$ cat src/rtl/core/iff_orientation_patcher_defines.svh
// Assertion macros for the chunk-stream patcher.
// Each macro checks on the rising edge of clk and stays quiet during reset.
`ifndef IFF_ORIENTATION_PATCHER_DEFINES_SVH
`define IFF_ORIENTATION_PATCHER_DEFINES_SVH

`ifndef SYNTHESIS
// Same-cycle implication
`define IOP_ASSERT_IMP(lbl, ante, cons) \
    lbl: assert property (@(posedge clk) disable iff (!rst_n) (ante) |-> (cons)) \
        else $error("iop assertion failed");
// Next-cycle implication
`define IOP_ASSERT_NEXT(lbl, ante, cons) \
    lbl: assert property (@(posedge clk) disable iff (!rst_n) (ante) |=> (cons)) \
        else $error("iop assertion failed");
`else
`define IOP_ASSERT_IMP(lbl, ante, cons)
`define IOP_ASSERT_NEXT(lbl, ante, cons)
`endif

`endif

$ cat src/rtl/core/iop_pkg.sv
`default_nettype none

package iop_pkg;

    // Sizing
    localparam int MAX_DEPTH   = 8;
    localparam int OFFSET_BITS = 32;
    localparam int OFS_W       = OFFSET_BITS + 1;
    localparam int NEST_W      = $clog2(MAX_DEPTH + 1);
    localparam int IDX_W       = (MAX_DEPTH > 1) ? $clog2(MAX_DEPTH) : 1;
    localparam int SUM_W       = ((OFS_W > 32) ? OFS_W : 32) + 1;

    typedef logic [OFS_W-1:0] ofs_t;

    localparam ofs_t OFS_MAX = '1;

    // Chunk ids and FORM types
    localparam logic [31:0] TAG_FORM    = 32'h464f524d;
    localparam logic [31:0] TYPE_PAGE   = 32'h444a5655;
    localparam logic [31:0] TYPE_BUNDLE = 32'h444a564d;
    localparam logic [31:0] TAG_INFO    = 32'h494e464f;
    localparam logic [31:0] TAG_MAGIC   = 32'h41542654;

    // Status codes
    localparam logic [1:0] ST_OK    = 2'd0;
    localparam logic [1:0] ST_TRUNC = 2'd1;
    localparam logic [1:0] ST_DEPTH = 2'd2;

    // Parser modes
    typedef enum logic [3:0] {
        MODE_ID   = 4'b0001,
        MODE_LEN  = 4'b0010,
        MODE_TYPE = 4'b0100,
        MODE_SKIP = 4'b1000
    } mode_t;

    // Round an offset up to even, unless already at the ceiling
    function automatic ofs_t pad_even(ofs_t x);
        ofs_t r;
        r = x;
        if (x[0] && (x != OFS_MAX))
        begin
            r = x + ofs_t'(1);
        end
        return r;
    endfunction

    // Offset plus length, clamped at the ceiling
    function automatic ofs_t sat_add(ofs_t a, logic [31:0] b);
        logic [SUM_W-1:0] sum;
        sum = SUM_W'(a) + SUM_W'(b);
        return (sum > SUM_W'(OFS_MAX)) ? OFS_MAX : sum[OFS_W-1:0];
    endfunction

endpackage

`default_nettype wire

$ cat src/rtl/core/iff_orientation_patcher.sv
// Each result is registered into the output register by its input transfer.
// Throughput: one byte per cycle unless the output register is full and stalled;
// the whole parse state (position, mode, nest stack) updates in a single pass per byte.
// Reset (rst_n low, asynchronous): parser returns to expecting a chunk id at offset 0,
// no FORMs open, no patch pending, status ok. The same state is restored after tlast.
`default_nettype none

`include "iff_orientation_patcher_defines.svh"

module iff_orientation_patcher
    import iop_pkg::*;
(
    input  wire logic       clk,
    input  wire logic       rst_n,
    input  wire logic       s_axis_tvalid,
    output logic            s_axis_tready,
    input  wire logic [7:0] s_axis_tdata,   // [7:0] in_byte
    input  wire logic       s_axis_tlast,   // last
    output logic            m_axis_tvalid,
    input  wire logic       m_axis_tready,
    output logic [7:0]      m_axis_tdata,   // [7:0] out_byte
    output logic [2:0]      m_axis_tuser,   // [0] patched, [2:1] status
    output logic            m_axis_tlast    // end_mark
);

    // Parse state
    ofs_t             position_reg, position_next;
    mode_t            mode_reg, mode_next;
    logic [23:0]      hs_reg, hs_next;
    logic [1:0]       fc_reg, fc_next;
    logic             held_form_reg, held_form_next;
    logic             held_info_reg, held_info_next;
    logic [NEST_W-1:0] nest_reg, nest_next;
    ofs_t             skip_end_reg, skip_end_next;
    ofs_t             patch_pos_reg, patch_pos_next;
    logic             pp_reg, pp_next;
    logic [1:0]       sticky_reg, sticky_next;

    // Stack of open FORM ends; link bit k: entry k+1 padded end reaches entry k
    ofs_t             stack_end_reg [MAX_DEPTH];
    logic             stack_link_reg [MAX_DEPTH];

    // Output register
    logic             m_valid_reg;
    logic [7:0]       out_byte_reg;
    logic             patched_reg;
    logic [1:0]       status_reg;
    logic             last_reg;

    logic             acc;
    logic             push;
    logic             patch_hit;
    logic [7:0]       byte_v;
    logic [31:0]      word;
    ofs_t             pos_inc;
    ofs_t             body_start;
    ofs_t             cend_len;
    ofs_t             chunk_start;
    ofs_t             nc_eff;
    logic [NEST_W-1:0] nc_nest;
    logic [IDX_W-1:0] push_idx;
    logic [IDX_W-1:0] below_idx;
    logic             trunc;
    logic [1:0]       status_v;

    assign s_axis_tready = !m_valid_reg || m_axis_tready;
    assign acc           = s_axis_tvalid && s_axis_tready;

    // Patch check on the incoming byte
    assign patch_hit = pp_reg && (position_reg == patch_pos_reg) && (s_axis_tdata == 8'd0);
    assign byte_v    = patch_hit ? 8'd1 : s_axis_tdata;
    assign word      = {hs_reg, byte_v};
    assign pos_inc   = sat_add(position_reg, 32'd1);
    assign cend_len  = sat_add(pos_inc, word);
    // First chunk of a FORM body starts on an even offset
    assign body_start = pad_even(pos_inc);

    // Where the next chunk would start, by the header just finished
    always_comb
    begin
        unique case (mode_reg)
            MODE_LEN:  chunk_start = cend_len;
            MODE_TYPE: chunk_start = skip_end_reg;
            MODE_ID:   chunk_start = pos_inc;
            MODE_SKIP: chunk_start = pos_inc;
            default:   chunk_start = pos_inc;
        endcase
    end

    // Close FORMs that end at or before the next chunk start
    always_comb
    begin
        ofs_t               ps;
        ofs_t               sel;
        ofs_t               base;
        logic               any;
        logic [MAX_DEPTH:0] pop;
        logic [MAX_DEPTH-1:0] ge;
        logic [MAX_DEPTH-1:0] ps_ge;
        ps  = pad_even(chunk_start);
        pop = '0;
        for (int k = 0; k < MAX_DEPTH; k++)
        begin
            ge[k]    = pos_inc >= stack_end_reg[k];
            ps_ge[k] = ps >= stack_end_reg[k];
        end
        for (int k = MAX_DEPTH - 1; k >= 0; k--)
        begin
            if (NEST_W'(k + 1) == nest_reg)
            begin
                pop[k] = ps_ge[k] || ge[k];
            end
            else if (NEST_W'(k + 1) < nest_reg)
            begin
                pop[k] = pop[k + 1] && (stack_link_reg[k] || ge[k]);
            end
            else
            begin
                pop[k] = 1'b0;
            end
        end
        nc_nest = nest_reg;
        sel     = ps;
        any     = 1'b0;
        for (int k = MAX_DEPTH - 1; k >= 0; k--)
        begin
            if (pop[k])
            begin
                nc_nest = NEST_W'(k);
                sel     = stack_end_reg[k];
                any     = 1'b1;
            end
        end
        base   = any ? pad_even(sel) : ps;
        nc_eff = (base < pos_inc) ? pos_inc : base;
    end

    // Next parse state
    always_comb
    begin
        logic chunk_go;
        chunk_go       = 1'b0;
        push           = 1'b0;
        position_next  = pos_inc;
        mode_next      = mode_reg;
        hs_next        = hs_reg;
        fc_next        = fc_reg;
        held_form_next = held_form_reg;
        held_info_next = held_info_reg;
        nest_next      = nest_reg;
        skip_end_next  = skip_end_reg;
        patch_pos_next = patch_pos_reg;
        pp_next        = pp_reg;
        sticky_next    = sticky_reg;

        if (pp_reg && (position_reg == patch_pos_reg))
        begin
            pp_next = 1'b0;
        end

        if (mode_reg == MODE_SKIP)
        begin
            if (pos_inc >= skip_end_reg)
            begin
                mode_next = MODE_ID;
                fc_next   = 2'd0;
                hs_next   = '0;
            end
        end
        else if (fc_reg != 2'd3)
        begin
            hs_next = word[23:0];
            fc_next = fc_reg + 2'd1;
        end
        else
        begin
            // Header word complete
            hs_next = '0;
            fc_next = 2'd0;
            unique case (mode_reg)
                MODE_ID:
                begin
                    if (word == TAG_MAGIC)
                    begin
                        chunk_go = 1'b1;
                    end
                    else
                    begin
                        held_form_next = (word == TAG_FORM);
                        held_info_next = (word == TAG_INFO);
                        mode_next      = MODE_LEN;
                    end
                end
                MODE_LEN:
                begin
                    if (held_form_reg)
                    begin
                        skip_end_next = cend_len;
                        mode_next     = MODE_TYPE;
                    end
                    else
                    begin
                        if (held_info_reg && !pp_next)
                        begin
                            patch_pos_next = sat_add(pos_inc, 32'd9);
                            pp_next        = 1'b1;
                        end
                        chunk_go = 1'b1;
                    end
                end
                MODE_TYPE:
                begin
                    if ((word == TYPE_PAGE) || (word == TYPE_BUNDLE))
                    begin
                        if (nest_reg < NEST_W'(MAX_DEPTH))
                        begin
                            // Body start at or past the FORM end: same as skipping to its end
                            if (body_start >= skip_end_reg)
                            begin
                                chunk_go = 1'b1;
                            end
                            else
                            begin
                                push      = 1'b1;
                                nest_next = nest_reg + NEST_W'(1);
                                // Odd body start: step over the pad byte first
                                if (body_start > pos_inc)
                                begin
                                    mode_next     = MODE_SKIP;
                                    skip_end_next = body_start;
                                end
                                else
                                begin
                                    mode_next = MODE_ID;
                                end
                            end
                        end
                        else
                        begin
                            sticky_next = ST_DEPTH;
                            chunk_go    = 1'b1;
                        end
                    end
                    else
                    begin
                        chunk_go = 1'b1;
                    end
                end
                MODE_SKIP:
                begin
                    mode_next = MODE_ID;
                end
                default:
                begin
                    mode_next = MODE_ID;
                end
            endcase
        end

        if (chunk_go)
        begin
            nest_next = nc_nest;
            if (nc_eff > pos_inc)
            begin
                mode_next     = MODE_SKIP;
                skip_end_next = nc_eff;
            end
            else
            begin
                mode_next = MODE_ID;
            end
        end

        // End of file: flag truncation, then back to reset state
        trunc    = ((mode_next == MODE_ID) && (fc_next != 2'd0)) || (mode_next == MODE_LEN)
                   || (mode_next == MODE_TYPE) || pp_next;
        status_v = sticky_next;
        if (s_axis_tlast)
        begin
            if (trunc && (sticky_next == ST_OK))
            begin
                status_v = ST_TRUNC;
            end
            position_next  = '0;
            mode_next      = MODE_ID;
            hs_next        = '0;
            fc_next        = 2'd0;
            held_form_next = 1'b0;
            held_info_next = 1'b0;
            nest_next      = '0;
            skip_end_next  = '0;
            patch_pos_next = '0;
            pp_next        = 1'b0;
            sticky_next    = ST_OK;
        end
    end

    // State registers
    always_ff @(posedge clk or negedge rst_n)
    begin
        if (!rst_n)
        begin
            position_reg  <= '0;
            mode_reg      <= MODE_ID;
            hs_reg        <= '0;
            fc_reg        <= 2'd0;
            held_form_reg <= 1'b0;
            held_info_reg <= 1'b0;
            nest_reg      <= '0;
            skip_end_reg  <= '0;
            patch_pos_reg <= '0;
            pp_reg        <= 1'b0;
            sticky_reg    <= ST_OK;
        end
        else if (acc)
        begin
            position_reg  <= position_next;
            mode_reg      <= mode_next;
            hs_reg        <= hs_next;
            fc_reg        <= fc_next;
            held_form_reg <= held_form_next;
            held_info_reg <= held_info_next;
            nest_reg      <= nest_next;
            skip_end_reg  <= skip_end_next;
            patch_pos_reg <= patch_pos_next;
            pp_reg        <= pp_next;
            sticky_reg    <= sticky_next;
        end
    end

    // FORM stack push
    assign push_idx  = nest_reg[IDX_W-1:0];
    assign below_idx = push_idx - IDX_W'(1);

    always_ff @(posedge clk)
    begin
        if (acc && push)
        begin
            stack_end_reg[push_idx] <= skip_end_reg;
            if (nest_reg != '0)
            begin
                stack_link_reg[below_idx] <= pad_even(skip_end_reg) >= stack_end_reg[below_idx];
            end
        end
    end

    // Output register
    always_ff @(posedge clk or negedge rst_n)
    begin
        if (!rst_n)
        begin
            m_valid_reg <= 1'b0;
        end
        else if (acc)
        begin
            m_valid_reg <= 1'b1;
        end
        else if (m_axis_tready)
        begin
            m_valid_reg <= 1'b0;
        end
    end

    always_ff @(posedge clk)
    begin
        if (acc)
        begin
            out_byte_reg <= byte_v;
            patched_reg  <= patch_hit;
            status_reg   <= status_v;
            last_reg     <= s_axis_tlast;
        end
    end

    assign m_axis_tvalid = m_valid_reg;
    assign m_axis_tdata  = out_byte_reg;
    assign m_axis_tuser  = {status_reg, patched_reg};
    assign m_axis_tlast  = last_reg;

    // Checks
    `IOP_ASSERT_IMP(a_nest_bound, 1'b1, nest_reg <= NEST_W'(MAX_DEPTH))
    `IOP_ASSERT_IMP(a_skip_ahead, mode_reg == MODE_SKIP, skip_end_reg > position_reg)
    `IOP_ASSERT_IMP(a_patch_one, m_valid_reg && patched_reg, out_byte_reg == 8'd1)
    `IOP_ASSERT_NEXT(a_depth_sticky, acc && !s_axis_tlast && (sticky_reg == ST_DEPTH), sticky_reg == ST_DEPTH)

endmodule

`default_nettype wire

$ cat config.mk
export PLATFORM = sky130hd
export DESIGN_NAME = iff_orientation_patcher
export DESIGN_NICKNAME = d
export VERILOG_FILES = /design/src/rtl/core/iop_pkg.sv /design/src/rtl/core/iff_orientation_patcher.sv
export VERILOG_INCLUDE_DIRS = /design/src /design/src/rtl/core
export SDC_FILE = /design/constraint.sdc
export NUM_CORES = 2
export LEC_CHECK = 0
export BUFFER_PORTS_ARGS = -buffer_cell sky130_fd_sc_hd__buf_2
export CORE_ASPECT_RATIO = 1.2
export CORE_MARGIN = 5
export CORE_UTILIZATION = 30
export CTS_CLUSTER_DIAMETER = 50
export DETAILED_ROUTE_END_ITERATION = 8
export GPL_TIMING_DRIVEN = 0
export PLACE_DENSITY = 0.53
export SYNTH_ARGS = -nofsm -noshare
export SYNTH_HDL_FRONTEND = slang
export SYNTH_SLANG_ARGS = --single-unit
$ cat constraint.sdc
create_clock -name clk -period 47.2 [get_ports clk]
set_input_delay 4.72 -clock clk [delete_from_list [all_inputs] [get_ports clk]]
set_output_delay 4.72 -clock clk [all_outputs]
set_load 0.1 [all_outputs]
==> Word-level counts from Yosys, hierarchy flattened <==
Memory sizes are Yosys's and may differ from the RTL's.
Cells that the tools add are included.
{ "totals": {"output_inout_bits": 14, "ram_bits": 272, "inputBits": 13, "ff_bits": 151, "wordCells": 296, "memories": 2} }
{ "op_classes": {"order_cmp": 33, "mux": 145, "reduce_logical": 55, "eq_ne": 35, "add_sub_neg": 10} }
{ "memory_table": {"columns": ["memory", "words", "word_bits", "read_ports", "rd_clocked_by_memory_dff", "wr", "line_no", "rtl"], "rows": [
  ["stack_end_reg", 8, 33, 9, 0, 1, "iff_orientation_patcher.sv:40", "ofs_t stack_end_reg [MAX_DEPTH];"],
  ["stack_link_reg", 8, 1, 7, 0, 1, "iff_orientation_patcher.sv:41", "logic stack_link_reg [MAX_DEPTH];"]
]} }
{ "op_table": {"columns": ["cell", "count"], "rows": [
  ["two-way mux 33 bit", 36],
  ["greater-or-equal comparator 33 bit", 19],
  ["== test 32 x 31 -> 1 bit, second input constant", 5],
  ["adder 33 x 1 -> 33 bit, second input constant", 4],
  ["inequality test 33 bit, second input constant", 4],
  ["one-hot mux 33 bit (2 select lines)", 2],
  ["two-way mux 4 bit", 28],
  ["> comparator 34 x 33 -> 1 bit, second input constant", 3],
  ["two-way mux 24 bit", 4],
  ["> comparator 33 bit", 2],
  ["two-way mux 1 bit", 60],
  ["adder 33 x 1 -> 34 bit, second input constant", 1],
  ["adder 33 x 32 -> 34 bit", 1],
  ["adder 33 x 4 -> 34 bit, second input constant", 1],
  ["== test 33 bit", 1],
  ["less-than comparator 33 bit", 1],
  ["two-way mux 2 bit", 12],
  ["logical OR 1 bit", 20],
  ["logical AND 1 bit", 18],
  ["== test 3 x 4 -> 1 bit, first input constant", 4],
  ["less-than comparator 3 x 4 -> 1 bit, first input constant", 4],
  ["inequality test 3 x 2 -> 1 bit, second input constant", 4],
  ["one-hot mux 4 bit (3 select lines)", 1],
  ["inequality test 10 bit, second input constant", 1],
  ["other kinds (26)", 42]
]} }

==> Longest topological paths before layout <==
{ "logic_depth": {"word_depth": 53, "mapped_depth": 102, "ltp_nobuf": 89} }

==> Worst setup path before layout <==
OpenSTA, ideal clock, no wires.
{ "synth_path": {"path_type": "in2reg", "startpoint": "input port s_axis_tdata[1]", "endpoint": "register skip_end_reg[15]", "arrival_time_ps": 22762, "slack_ps": 24374, "path_stages": 90, "required_time_ps": 47136, "path_buffers": 12, "setup_ps": 64, "cell_sequence": "nor3_1 > nand4b_1 > nor2_1 > nor2_1 > inv_1 > ha_1 > a21o_1 > and4_1 > o21ai_0 > nand4_1 > a21boi_1 > nor2_1 > clkbuf_1 > clkbuf_1 > a31oi_1 > nor2_1 > a221oi_1 > nor3_1 > [... 54 more ...] > ha_1 > a21o_1 > a21o_1 > a21oi_1 > nor2b_1 > o21ai_0 > nand2b_1 > a21oi_1 > o21ai_0 > a211oi_1 > a21oi_1 > and2_1 > clkbuf_1 > nor3_1 > clkbuf_1 > a22oi_1 > o21ai_0 > a21o_1"} }
{ "synth_via": {"elab_chain_len": 45, "elab_cells_between_ends": 90, "cone_classes": "add/sub (3); order compare (11); eq/ne (5); mux (51); reduce/logical (20)"} }
{ "synth_rtl": {"columns": ["element", "line_no", "rtl"], "rows": [
  ["start, declared", "iff_orientation_patcher.sv:17", "input wire logic [7:0] s_axis_tdata,"],
  ["logical NOT 8 bit (*)", "iff_orientation_patcher.sv:70", "assign patch_hit = pp_reg && (position_reg == patch_pos_reg) && (s_axis_tdata == 8'd0);"],
  ["logical AND 1 bit (*)", "iff_orientation_patcher.sv:70", null],
  ["net patch_hit", "iff_orientation_patcher.sv:52", "logic patch_hit;"],
  ["two-way mux 8 bit (*)", "iff_orientation_patcher.sv:71", "assign byte_v = patch_hit ? 8'd1 : s_axis_tdata;"],
  ["net byte_v[0]", "iff_orientation_patcher.sv:53", "logic [7:0] byte_v;"],
  ["branches (longest 40 deep; another with adder 33 x 32 -> 34 bit)", null, null],
  ["two-way mux 33 bit (*)", "iff_orientation_patcher.sv:260", "if (chunk_go)"],
  ["two-way mux 33 bit (*)", "iff_orientation_patcher.sv:278", "if (s_axis_tlast)"],
  ["end signal, assigned", "iff_orientation_patcher.sv:324", "skip_end_reg <= skip_end_next;"],
  ["end, declared", "iff_orientation_patcher.sv:34", "ofs_t skip_end_reg, skip_end_next;"]
]} }
Mark *: on every way through the listed nets, which the timed path passes.
A chain may end at the register's enable or synchronous reset.

==> Worst setup path in the final report <==
{ "layout_path": {"startpoint": "input port s_axis_tdata[3]", "endpoint": "register skip_end_reg[5]"} }
Same word-level chain as after synthesis.

==> reports/metrics.yaml <==
routing:
  vias: 48603
  detail-route-antenna-nets: 0
  viasPerCell: 6.363
  drc: 0
  wl_um: 296800
  routedWlPerCell_um: 38.86
  first_pass_iters: 6
  drtIter0Drc: 5992
layout:
  seq_area_sq_mm: 0.01198
  final_common_cell: "ha_1"
  final_cell_mix: "ha_1, nand2_1, a21oi_1"
  fin_util_pct: 34.47
  num-fill-cells: 15949
  largest_reg_flops: 264
  final_area_sq_mm: 0.05308
  drive_gt1_share_pct: 8.745
  finalNetCount: 6347
  area_growth_pct: 14.64
  multiInputGateArea_sq_mm: 0.03240
logic_synthesis:
  yosysWarningCount: 0
  synth_top_area_cell: "ha_1"
  postSynth.asyncResetShare_pct: 32.94
  synthSimpleGateAreaFrac_pct: 17.40
  yosysTopAreaCellShare_pct: 20.83
  syn_nets: 6156
  yosys_register_bits: 422
  synth_compound_area_share_pct: 22.99
  synth_area_sq_mm: 0.04631
  synthTopCellsByArea: "ha_1, edfxtp_1, dfrtp_1, a21oi_1, nand2_1"
  synth_edf_count: 283
  ys_types: 105
  synthAdderAreaFrac_pct: 20.88
  ys_seq_area_share_pct: 25.87
  synth_xor_area_share_pct: 3.745
  synth_top_family_by_area: "compound AO/OA/AOI/OAI gates"
  avgSynthCellArea_sq_um: 8.622
  ys.flop_type: "edfxtp_1"
  syn_inst: 5371
  synth_mux_area_share_pct: 4.158
grt:
  track_usage_pct: 35.34
  grt-ovfl-total: 0
  grt_pass1_vias: 46792
  grt_max_degree: 100
  grt_pass1_wl_um: 395800
  antenna_found_initial: 19
floorplanning:
  ios: 27
  core_sq_mm: 0.1540
  rows: 158
  die_h_um: 440.4
  fp.dieArea_sq_mm: 0.1623
  die_width_um: 368.7
  initial_core_util_pct: 30.07
worst_setup_path:
  critPathLaunchType: "input pin"
  path_max_fanout: 10
  cpMaxStageDelayCell: "o21ai_1"
  cp-end-kind: "register"
  critical_path_required_ps: 47720
  crit_type: "input pin to register"
  cp_common_cell: "clkbuf_1"
  slowest_delay_ps: 1280
  arrival_ps: 37100
timing:
  final.min_clock_period_ps: 36590
  finalMaxSlewViolations: 106
  relSlewSlack_pct: -13.19
  fmax_ghz: 0.02733
  worst_clock_skew_ps: 35.57
  worst_pin_slew_ps: 1685
  rsz0062_at_grt: "false"
  period_share_pct: 77.52
  worst_slack_ps: 10610
  hold_violations: 0
  tns_ps: 0
  setup_viol: 0
min_path:
  hp-class: "register to register"
cts:
  cts_repair_resize_count: 0
  ctsLongestPathBuffers: 3
  htreeDepth: 3
  clock_latency_ps: 730
  cts_sinks: 422
  root_buffer: "clkbuf_16"
  clkSlewWorstSetupHoldPaths_ps: 60
  cts_buffers: 77
  hold_buffers: 0
  cts_tree: "done"
  post-cts-setup-buffer-count: 0
power:
  leakagePower_nw: 23.54
  ir_worst_vdd_mv: 0.04072
  power_mw: 1.634
  power_density_mw_per_mm2: 30.78
job:
  drv_cap: 17
place:
  hpwl_um: 240700
  preCtsSetupSlack_ps: 10900
  gp_congestion: 1.109
  io_buffers: 26
  dpl_cell_area_sq_mm: 0.05034
status:
  status: "finished, violations left"
  violations: "max-capacitance violations, max-slew violations"
[synthesized netlist by cell type, drive strengths merged, types with 56 or more instances]
| cell | n |
|---|---|
| inv | 379 |
| nor4 | 56 |
| nand4 | 169 |
| nand2 | 475 |
| o22ai | 75 |
| nor2 | 324 |
| nand3 | 131 |
| a21o | 147 |
| a211oi | 67 |
| xnor2 | 157 |
| nor3 | 132 |
| clkbuf | 189 |
| a21oi | 451 |
| ha | 771 |
| dfrtp | 138 |
| o21ai | 361 |
| edfxtp | 283 |
[final timing paths]
path	slack, ps	start	cells past startpoint	endpoint
worst min-delay path	510	sticky_reg[0]	2	sticky_reg[0]
worst max register to register	10630	position_reg[0]	93	skip_end_reg[5]
worst max-delay path	10610	s_axis_tdata[3]	92	skip_end_reg[5]
worst min register to register	510	sticky_reg[0]	2	sticky_reg[0]
min in group asynchronous	3900	rst_n	1	patch_pos_reg[21]
max in group asynchronous	42360	rst_n	2	hs_reg[17]
[critical path, delay by kind of cell]
family	cells	cell delay, ps
buffers and inverters	14	6210
AND/OR/NAND/NOR	36	11250
XOR/XNOR	1	120
adder cells (fa/ha/maj)	6	1870
AO/OA/AOI/OAI	35	12800
[report_power, final]
| part | switching (mW) | total, mW | leakage, nW | internal (mW) |
|---|---|---|---|---|
| sequential | 0.0136 | 0.413 | 4.45 | 0.400 |
| clock | 0.245 | 0.591 | 1.29 | 0.346 |
| combinational | 0.442 | 0.629 | 17.8 | 0.187 |
| total | 0.701 | 1.63 | 23.5 | 0.933 |
[metrics by stage]
step,hold slack (ps),instances
after global routing,539.9,7627
after detailed placement,500.2,7480
after global placement,485.4,7397
after floorplan,460.2,5371
after CTS,511.7,7623
final,505.0,7638
[kinds of logic (layout without fill, tap and decap cells)]
kind of cell,Yosys count,in the layout
AO/OA/AOI/OAI,1633,1633
adder cells (fa/ha/maj),772,772
multiplexers,136,136
AND/OR/NAND/NOR,1604,1604
XOR/XNOR,198,198
flip-flops,422,422
other,0,12
buffers and inverters,606,861
[metal layers]
metal	vias up	share of wire [%]	GRT usage, %
li1	20904	-	-
met1	23747	37	40.06
met2	2935	44	56.04
met3	1013	8.0	7.223
met4	4	11	32.15
met5	-	0.0098	0
[area by class of cell]
type,instances,area share (%)
antenna,12,0.05657
buffer,223,1.648
clock buffer,86,3.774
clock inverter,57,1.240
inverter,383,2.708
multi-input combinational,4343,61.03
sequential,422,22.56
tap,2000,4.714
timing repair buffer,112,2.267
Power figures use the tool's default switching activity.
